### src/design/hsvc_pkg.sv
// ----------------------------------------------------------------------------
// hsvc_pkg
// Shared types for the HSV to RGB converter: pixel payloads on the two
// channels, the hue sector code, and the per-stage pipeline records.
// ----------------------------------------------------------------------------
package hsvc_pkg;

    // Hue decoding constants
    localparam int unsigned DEG_PER_SECTOR = 60;
    localparam int unsigned HUE_LIMIT      = 360;
    localparam int unsigned FULL_SCALE     = 255;
    localparam int unsigned SECTOR_SCALE   = DEG_PER_SECTOR * FULL_SCALE;

    // Input item: hue in degrees, saturation and value with 255 = 1.0
    typedef struct packed {
        logic [8:0] hue;
        logic [7:0] saturation;
        logic [7:0] brightness;
    } hsv_pixel_t;

    // Result item
    typedef struct packed {
        logic [7:0] red;
        logic [7:0] green;
        logic [7:0] blue;
        logic       bad_hue;
    } rgb_pixel_t;

    // Sixty-degree hue sector; codes 6 and 7 carry no meaning
    typedef enum logic [2:0] {
        SECTOR_RED_YELLOW    = 3'd0,
        SECTOR_YELLOW_GREEN  = 3'd1,
        SECTOR_GREEN_CYAN    = 3'd2,
        SECTOR_CYAN_BLUE     = 3'd3,
        SECTOR_BLUE_MAGENTA  = 3'd4,
        SECTOR_MAGENTA_RED   = 3'd5
    } sector_t;

    // Stage 1: hue split into sector and remainder
    typedef struct packed {
        sector_t    sector;
        logic [5:0] rem;
        logic       bad;
        logic [7:0] sat;
        logic [7:0] val;
    } st1_t;

    // Stage 2: multipliers of the value term
    typedef struct packed {
        sector_t     sector;
        logic        bad;
        logic [7:0]  val;
        logic [7:0]  fac_p;
        logic [13:0] fac_q;
        logic [13:0] fac_t;
    } st2_t;

    // Stage 3: undivided products
    typedef struct packed {
        sector_t     sector;
        logic        bad;
        logic [7:0]  val;
        logic [15:0] prod_p;
        logic [21:0] prod_q;
        logic [21:0] prod_t;
    } st3_t;

    // Stage 4: truncated quotients
    typedef struct packed {
        sector_t    sector;
        logic       bad;
        logic [7:0] val;
        logic [7:0] term_p;
        logic [7:0] term_q;
        logic [7:0] term_t;
    } st4_t;

endpackage

### src/design/hsvc_stream_if.sv
// ----------------------------------------------------------------------------
// hsvc_stream_if
// Valid/ready channel carrying one pixel item of a chosen payload type.
// ----------------------------------------------------------------------------
interface hsvc_stream_if #(
    parameter type payload_t = logic
);
    logic     valid;
    logic     ready;
    payload_t data;

    modport source (output valid, output data, input ready);
    modport sink   (input valid, input data, output ready);
endinterface

### src/design/hsv_to_rgb_converter_core.sv
// ----------------------------------------------------------------------------
// hsv_to_rgb_converter_core
// Six-sector HSV to RGB conversion in a five-stage pipeline.
// ----------------------------------------------------------------------------
// Usage:
//   hsv : sink channel, one pixel item (hue, saturation, brightness) per
//         valid/ready handshake. Hue 360..511 flags bad_hue with zero colour.
//   rgb : source channel, one result item (red, green, blue, bad_hue) for
//         every accepted pixel, in order.
//   Stages, each registered, in order: hue decode, factor multiply, value
//   multiply, reciprocal multiply for the two constant divides, sector
//   routing into the output register.
//   Throughput is one item per cycle while rgb.ready stays high; stages 2
//   to 4 each hold one multiplier level.
//   Each stage has its own valid bit and loads when empty or when the stage
//   after it moves, so bubbles close up and the input keeps taking items
//   while a finished result waits at the output.
//   When rgb.ready is low the output holds; hsv.ready drops only once every
//   stage is full.
//   Reset clears all valid bits; the pipeline then comes up empty and ready.
// ----------------------------------------------------------------------------
module hsv_to_rgb_converter_core
    import hsvc_pkg::*;
(
    input  logic          clk,
    input  logic          rst_n,
    hsvc_stream_if.sink   hsv,
    hsvc_stream_if.source rgb
);

    localparam int unsigned NUM_STAGES = 5;

    // Reciprocals for exact floor division over the product ranges
    localparam int unsigned      SHIFT_Q = 36;
    localparam int unsigned      SHIFT_P = 24;
    localparam logic [63:0]      RECIP_Q_W =
        ((64'd1 << SHIFT_Q) + 64'(SECTOR_SCALE) - 64'd1) / 64'(SECTOR_SCALE);
    localparam logic [63:0]      RECIP_P_W =
        ((64'd1 << SHIFT_P) + 64'(FULL_SCALE) - 64'd1) / 64'(FULL_SCALE);
    localparam logic [22:0]      RECIP_Q = RECIP_Q_W[22:0];
    localparam logic [16:0]      RECIP_P = RECIP_P_W[16:0];

    logic [NUM_STAGES-1:0] vld_reg;
    logic [NUM_STAGES-1:0] vld_next;
    logic [NUM_STAGES-1:0] adv;

    st1_t       st1_reg, st1_next;
    st2_t       st2_reg, st2_next;
    st3_t       st3_reg, st3_next;
    st4_t       st4_reg, st4_next;
    rgb_pixel_t out_reg, out_next;

    logic [44:0] mul_q;
    logic [44:0] mul_t;
    logic [32:0] mul_p;
    logic [8:0]  hue_base;

    // Advance chain: a stage loads when empty or when its successor moves
    always_comb
    begin
        adv[NUM_STAGES-1] = !vld_reg[NUM_STAGES-1] || rgb.ready;
        for (int k = NUM_STAGES - 2; k >= 0; k--)
        begin
            adv[k] = !vld_reg[k] || adv[k+1];
        end
    end

    assign hsv.ready = adv[0];

    // Move valid bits along with the data
    always_comb
    begin
        vld_next = vld_reg;
        if (adv[0])
        begin
            vld_next[0] = hsv.valid;
        end
        for (int k = 1; k < NUM_STAGES; k++)
        begin
            if (adv[k])
            begin
                vld_next[k] = vld_reg[k-1];
            end
        end
    end

    always_ff @(posedge clk or negedge rst_n)
    begin
        if (!rst_n)
        begin
            vld_reg <= '0;
        end
        else
        begin
            vld_reg <= vld_next;
        end
    end

    // Stage 1: split hue into sector and remainder
    always_comb
    begin
        st1_next.bad = (hsv.data.hue >= 9'(HUE_LIMIT));
        st1_next.sat = hsv.data.saturation;
        st1_next.val = hsv.data.brightness;
        priority if (hsv.data.hue >= 9'd300)
        begin
            st1_next.sector = SECTOR_MAGENTA_RED;
            hue_base        = 9'd300;
        end
        else if (hsv.data.hue >= 9'd240)
        begin
            st1_next.sector = SECTOR_BLUE_MAGENTA;
            hue_base        = 9'd240;
        end
        else if (hsv.data.hue >= 9'd180)
        begin
            st1_next.sector = SECTOR_CYAN_BLUE;
            hue_base        = 9'd180;
        end
        else if (hsv.data.hue >= 9'd120)
        begin
            st1_next.sector = SECTOR_GREEN_CYAN;
            hue_base        = 9'd120;
        end
        else if (hsv.data.hue >= 9'd60)
        begin
            st1_next.sector = SECTOR_YELLOW_GREEN;
            hue_base        = 9'd60;
        end
        else
        begin
            st1_next.sector = SECTOR_RED_YELLOW;
            hue_base        = 9'd0;
        end
        st1_next.rem = 6'(hsv.data.hue - hue_base);
    end

    // Stage 2: form the factors that scale the value
    always_comb
    begin
        st2_next.sector = st1_reg.sector;
        st2_next.bad    = st1_reg.bad;
        st2_next.val    = st1_reg.val;
        st2_next.fac_p  = 8'(FULL_SCALE) - st1_reg.sat;
        st2_next.fac_q  = 14'(SECTOR_SCALE) - 14'(st1_reg.sat) * 14'(st1_reg.rem);
        st2_next.fac_t  = 14'(SECTOR_SCALE)
                        - 14'(st1_reg.sat) * 14'(6'(DEG_PER_SECTOR) - st1_reg.rem);
    end

    // Stage 3: multiply by the value
    always_comb
    begin
        st3_next.sector = st2_reg.sector;
        st3_next.bad    = st2_reg.bad;
        st3_next.val    = st2_reg.val;
        st3_next.prod_p = 16'(st2_reg.val) * 16'(st2_reg.fac_p);
        st3_next.prod_q = 22'(st2_reg.val) * 22'(st2_reg.fac_q);
        st3_next.prod_t = 22'(st2_reg.val) * 22'(st2_reg.fac_t);
    end

    // Stage 4: divide by the constant scales through exact reciprocals
    always_comb
    begin
        mul_p = 33'(st3_reg.prod_p) * 33'(RECIP_P);
        mul_q = 45'(st3_reg.prod_q) * 45'(RECIP_Q);
        mul_t = 45'(st3_reg.prod_t) * 45'(RECIP_Q);
        st4_next.sector = st3_reg.sector;
        st4_next.bad    = st3_reg.bad;
        st4_next.val    = st3_reg.val;
        st4_next.term_p = mul_p[SHIFT_P+7:SHIFT_P];
        st4_next.term_q = mul_q[SHIFT_Q+7:SHIFT_Q];
        st4_next.term_t = mul_t[SHIFT_Q+7:SHIFT_Q];
    end

    // Stage 5: route terms to channels by sector, zero on a bad hue
    always_comb
    begin
        out_next.bad_hue = st4_reg.bad;
        unique case (st4_reg.sector)
            SECTOR_RED_YELLOW:
            begin
                out_next.red   = st4_reg.val;
                out_next.green = st4_reg.term_t;
                out_next.blue  = st4_reg.term_p;
            end
            SECTOR_YELLOW_GREEN:
            begin
                out_next.red   = st4_reg.term_q;
                out_next.green = st4_reg.val;
                out_next.blue  = st4_reg.term_p;
            end
            SECTOR_GREEN_CYAN:
            begin
                out_next.red   = st4_reg.term_p;
                out_next.green = st4_reg.val;
                out_next.blue  = st4_reg.term_t;
            end
            SECTOR_CYAN_BLUE:
            begin
                out_next.red   = st4_reg.term_p;
                out_next.green = st4_reg.term_q;
                out_next.blue  = st4_reg.val;
            end
            SECTOR_BLUE_MAGENTA:
            begin
                out_next.red   = st4_reg.term_t;
                out_next.green = st4_reg.term_p;
                out_next.blue  = st4_reg.val;
            end
            default:
            begin
                out_next.red   = st4_reg.val;
                out_next.green = st4_reg.term_p;
                out_next.blue  = st4_reg.term_q;
            end
        endcase
        if (st4_reg.bad)
        begin
            out_next.red   = '0;
            out_next.green = '0;
            out_next.blue  = '0;
        end
    end

    // Payload registers: load whenever the stage advances
    always_ff @(posedge clk)
    begin
        if (adv[0])
        begin
            st1_reg <= st1_next;
        end
        if (adv[1])
        begin
            st2_reg <= st2_next;
        end
        if (adv[2])
        begin
            st3_reg <= st3_next;
        end
        if (adv[3])
        begin
            st4_reg <= st4_next;
        end
        if (adv[4])
        begin
            out_reg <= out_next;
        end
    end

    assign rgb.valid = vld_reg[NUM_STAGES-1];
    assign rgb.data  = out_reg;

endmodule

### src/flat_wrapper.sv
// flat-port wrapper written by rule: the top's interface ports become plain ports
module hsv_to_rgb_converter_core_flat import hsvc_pkg::*;
  (clk, rst_n, hsv_valid, hsv_data, hsv_ready, rgb_valid, rgb_data, rgb_ready);
  hsvc_stream_if #(.payload_t(hsv_pixel_t)) hsv_i ();
  hsvc_stream_if #(.payload_t(rgb_pixel_t)) rgb_i ();
  input  logic clk;
  input  logic rst_n;
  input wire logic [$bits(hsv_i.valid)-1:0] hsv_valid;
  input wire logic [$bits(hsv_i.data)-1:0] hsv_data;
  output wire logic [$bits(hsv_i.ready)-1:0] hsv_ready;
  output wire logic [$bits(rgb_i.valid)-1:0] rgb_valid;
  output wire logic [$bits(rgb_i.data)-1:0] rgb_data;
  input wire logic [$bits(rgb_i.ready)-1:0] rgb_ready;
  assign hsv_i.valid = hsv_valid;
  assign hsv_i.data = hsv_data;
  assign hsv_ready = hsv_i.ready;
  assign rgb_valid = rgb_i.valid;
  assign rgb_data = rgb_i.data;
  assign rgb_i.ready = rgb_ready;
  hsv_to_rgb_converter_core u_core (.clk(clk), .rst_n(rst_n), .hsv(hsv_i), .rgb(rgb_i));
endmodule
### config.mk
export PLATFORM = sky130hd
export DESIGN_NAME = hsv_to_rgb_converter_core_flat
export DESIGN_NICKNAME = d
export VERILOG_FILES = /design/src/design/hsvc_pkg.sv /design/src/design/hsvc_stream_if.sv /design/src/design/hsv_to_rgb_converter_core.sv /design/src/flat_wrapper.sv
export SDC_FILE = /design/constraint.sdc
export NUM_CORES = 2
export LEC_CHECK = 0
export BUFFER_PORTS_ARGS = -buffer_cell sky130_fd_sc_hd__clkbuf_2
export CAP_MARGIN = 25
export CORE_ASPECT_RATIO = 2
export CORE_MARGIN = 4
export CORE_UTILIZATION = 30
export DETAILED_ROUTE_END_ITERATION = 10
export PLACE_DENSITY = 0.42
export SLEW_MARGIN = 10
export SYNTH_ARGS = -nofsm -noshare
export SYNTH_HDL_FRONTEND = slang
export SYNTH_SLANG_ARGS = --single-unit
### constraint.sdc
create_clock -name clk -period 11.9 [get_ports clk]
set_clock_uncertainty 0.2 [all_clocks]
set_input_delay 2.975 -clock clk [delete_from_list [all_inputs] [get_ports clk]]
set_output_delay 2.975 -clock clk [all_outputs]
set_load 0.005 [all_outputs]
==> impl_metrics.csv <==
group,metric,value,unit
route,postRouteWirelength,85200,µm
worst_setup_path,critical_path_arrival,4.47,ns
cts,clk-insertion-delay-late,0.61,ns
global_routing,track_usage,14.9,%
yosys,async_reset_ff_share,2.38,%
global_routing,grt_pass1_wl,137000,µm
placed_design,dp_slack,4.16,ns
yosys,avgSynthCellArea,10.4,µm²
worst_setup_path,r2r_slack,5.29,ns
floorplan,ios,56,
route,vias,21800,
worst_setup_path,slowest_delay,0.49,ns
yosys,synth.distinct_cells,66,
yosys,syn-num-nets,4382,
sta,finalMaxSlewViolations,0,
yosys,yosysMostFrequentCell,"inv_1",
yosys,yosys_register_bits,210,
min_path,holdPathEnd,"u_core.st2_reg[36]$_DFFE_PP_",
yosys,yosys.area.top_type,"fa_1",
run,max-cap-violations,0,
sta,hold_ws,0.211,ns
yosys,synth_area,33400,µm²
worst_setup_path,critPathLaunchType,"input pin",
cts,tritoncts,"done",
finish,area_growth,8.69,%
sta,finalCritPeriodShare,64.3,%
cts,cts_resized,0,
yosys,synth_top_family_by_area,"adder cells",
worst_setup_path,cp_slowest_cell,"buf_4",
route,viasPerCell,4.59,
route,wl_per_cell,17.9,µm
worst_setup_path,critPathRequiredTime,8.73,ns
sta,slew-limit-headroom,33.5,%
placed_design,gp_congestion,0.816,
route,dr.pass1.iters,4,
sta,grt_setup_unrepaired,"no",
worst_setup_path,critPathKind,"input pin to output port",
yosys,yosysWarnings,0,
yosys,synthMuxAreaShare,0.359,%
sta,fin_setup_tns,0,ns
route,drc,0,
cts,ctsHtreeMaxLevel,1,
floorplan,dieHeight,480,µm
min_path,hp-class,"flop to flop",
cts,root_buffer,"clkbuf_16",
cts,cts_hold_buf,0,
yosys,synth_edf_count,205,
finish,final_layout_size_suffix_gt1_share,3.88,%
floorplan,die_area,117000,µm²
worst_setup_path,endpoint_kind,"output port",
cts,clock_sinks,210,
worst_setup_path,r2r_cells,20,
global_routing,grt_pass1_vias,25000,
yosys,synth-simple-area-share,10.3,%
cts,clkTransAtPathRegs,0.06,ns
global_routing,grt_overflow,0,
cts,clockBufferDepth,3,
sta,fmax,131,MHz
yosys,synth_ff_type,"edfxtp_1",
cts,numCtsBuffers,26,
sta,post-route-worst-setup-slack,4.25,ns
finish,post-route-util,32.8,%
route,antenna_left,0,
finish,largest_reg_flops,71,
global_routing,grt_start_max_net_pins,72,
placed_design,port_buffers,55,
worst_setup_path,crit_buf_inv,5,
finish,antenna_cells,0,
floorplan,core_area,111000,µm²
yosys,synthTopCellsByArea,"fa_1 28%, ha_1 25%, edfxtp_1 18%",
worst_setup_path,cp_max_fo,49,
yosys,synth_commonest_cells,"675 x inv_1, 662 x ha_1, 475 x fa_1",
status,outcome,"completed",
sta,finalHoldViolations,0,
global_routing,antenna_found_initial,0,
sta,worst_pin_slew,0.997,ns
yosys,syn_inst,3216,
worst_setup_path,cp_top_family,"buffers and inverters",
route,dr.first_iter.drc_count,549,
yosys,synth_fa_ha_area_share,53.2,%
placed_design,hpwl,72900,µm
sta,finalSetupViolCount,0,
sta,fin_crit,7.65,ns
worst_setup_path,crit_chain,"clkbuf_2, nor2b_1, nand4_1, buf_4, inv_1, nand2_1, buf_4, clkbuf_2",
cts,postCtsSetupBuffers,0,
finish,nNetsFinal,4421,
yosys,synth.yosys.seq_area_share,18.8,%
worst_setup_path,timing.rr.start,"u_core.st3_reg[35]$_DFFE_PP_",
min_path,worstHoldPathCells,0,
yosys,synth_top_area_share,28.4,%
yosys,synth_compound_area_share,6.37,%
yosys,yosys.area_share.xor_xnor,2.78,%
worst_setup_path,r2r-end,"u_core.st4_reg[8]$_DFFE_PP_",
floorplan,fp.dieW,244,µm
floorplan,rows,173,
floorplan,start_util,30.2,%
min_path,min-delay-start,"u_core.st1_reg[0]$_DFFE_PP_",
## kinds of logic (layout without fill, tap and decap cells)
family                   after synthesis  after routing
adder cells (fa/ha/maj)             1137           1137
XOR/XNOR                             106            106
AO/OA/AOI/OAI                        322            322
buffers and inverters                736            795
flip-flops                           210            210
AND/OR/NAND/NOR                      693            693
multiplexers                          12             12
## routing by layer
metal	track usage, %	routed length (µm)	vias up
met4	3.39	1910	0
met2	32.8	52500	169
met5	0	0	-
li1	-	-	10600
met3	0.909	1210	75
met1	14.6	29600	11000
## placed cells by master (no fill, tap or decap), types with 12 or more instances in the layout
cell type	instances
nor2b_1	16
nand2_1	241
nor2_1	117
xnor2_1	80
a21oi_1	86
nor3_1	25
mux2i_1	12
a221oi_1	16
o21ai_0	59
clkbuf_2	55
fa_1	475
nand3_1	26
buf_4	16
nor3b_1	12
and2_1	198
xor2_1	26
a211oi_1	12
inv_1	675
clkbuf_16	26
a31oi_1	13
ha_1	662
edfxtp_1	205
a21o_1	39
## metrics by stage
| stage | std cells | instance area, µm² |
|---|---|---|
| finish | 4762 | 36400 |
| detailed placement | 4714 | 35500 |
| global placement | 4713 | 35500 |
| floorplan | 3216 | 33400 |
| CTS | 4762 | 36400 |
| global route | 4762 | 36400 |
## area by class of cell
class / instances / area, µm²
repair buffers: 72 / 423
flip-flops and latches: 210 / 6280
clock buffers: 27 / 654
fillers: 11600 / 74500
inverters: 675 / 2530
clock inverters: 21 / 185
well taps: 1487 / 1860
multi-input cells: 2270 / 24400
## worst max-delay path by stage
| stage | from | end | slack, ns | depth (start not counted) |
|---|---|---|---|---|
| floorplan | rgb_ready | hsv_ready | 3.32 | 4 |
| global placement | rgb_ready | hsv_ready | 4.14 | 8 |
| detailed placement | rgb_ready | hsv_ready | 4.16 | 8 |
| CTS | rgb_ready | hsv_ready | 4.16 | 8 |
| global route | rgb_ready | hsv_ready | 4.02 | 8 |
| finish | rgb_ready | hsv_ready | 4.25 | 8 |
Power is left out: the tool's default activity adds up to more than one toggle a clock period on the data nets, which glitch-free logic cannot reach.
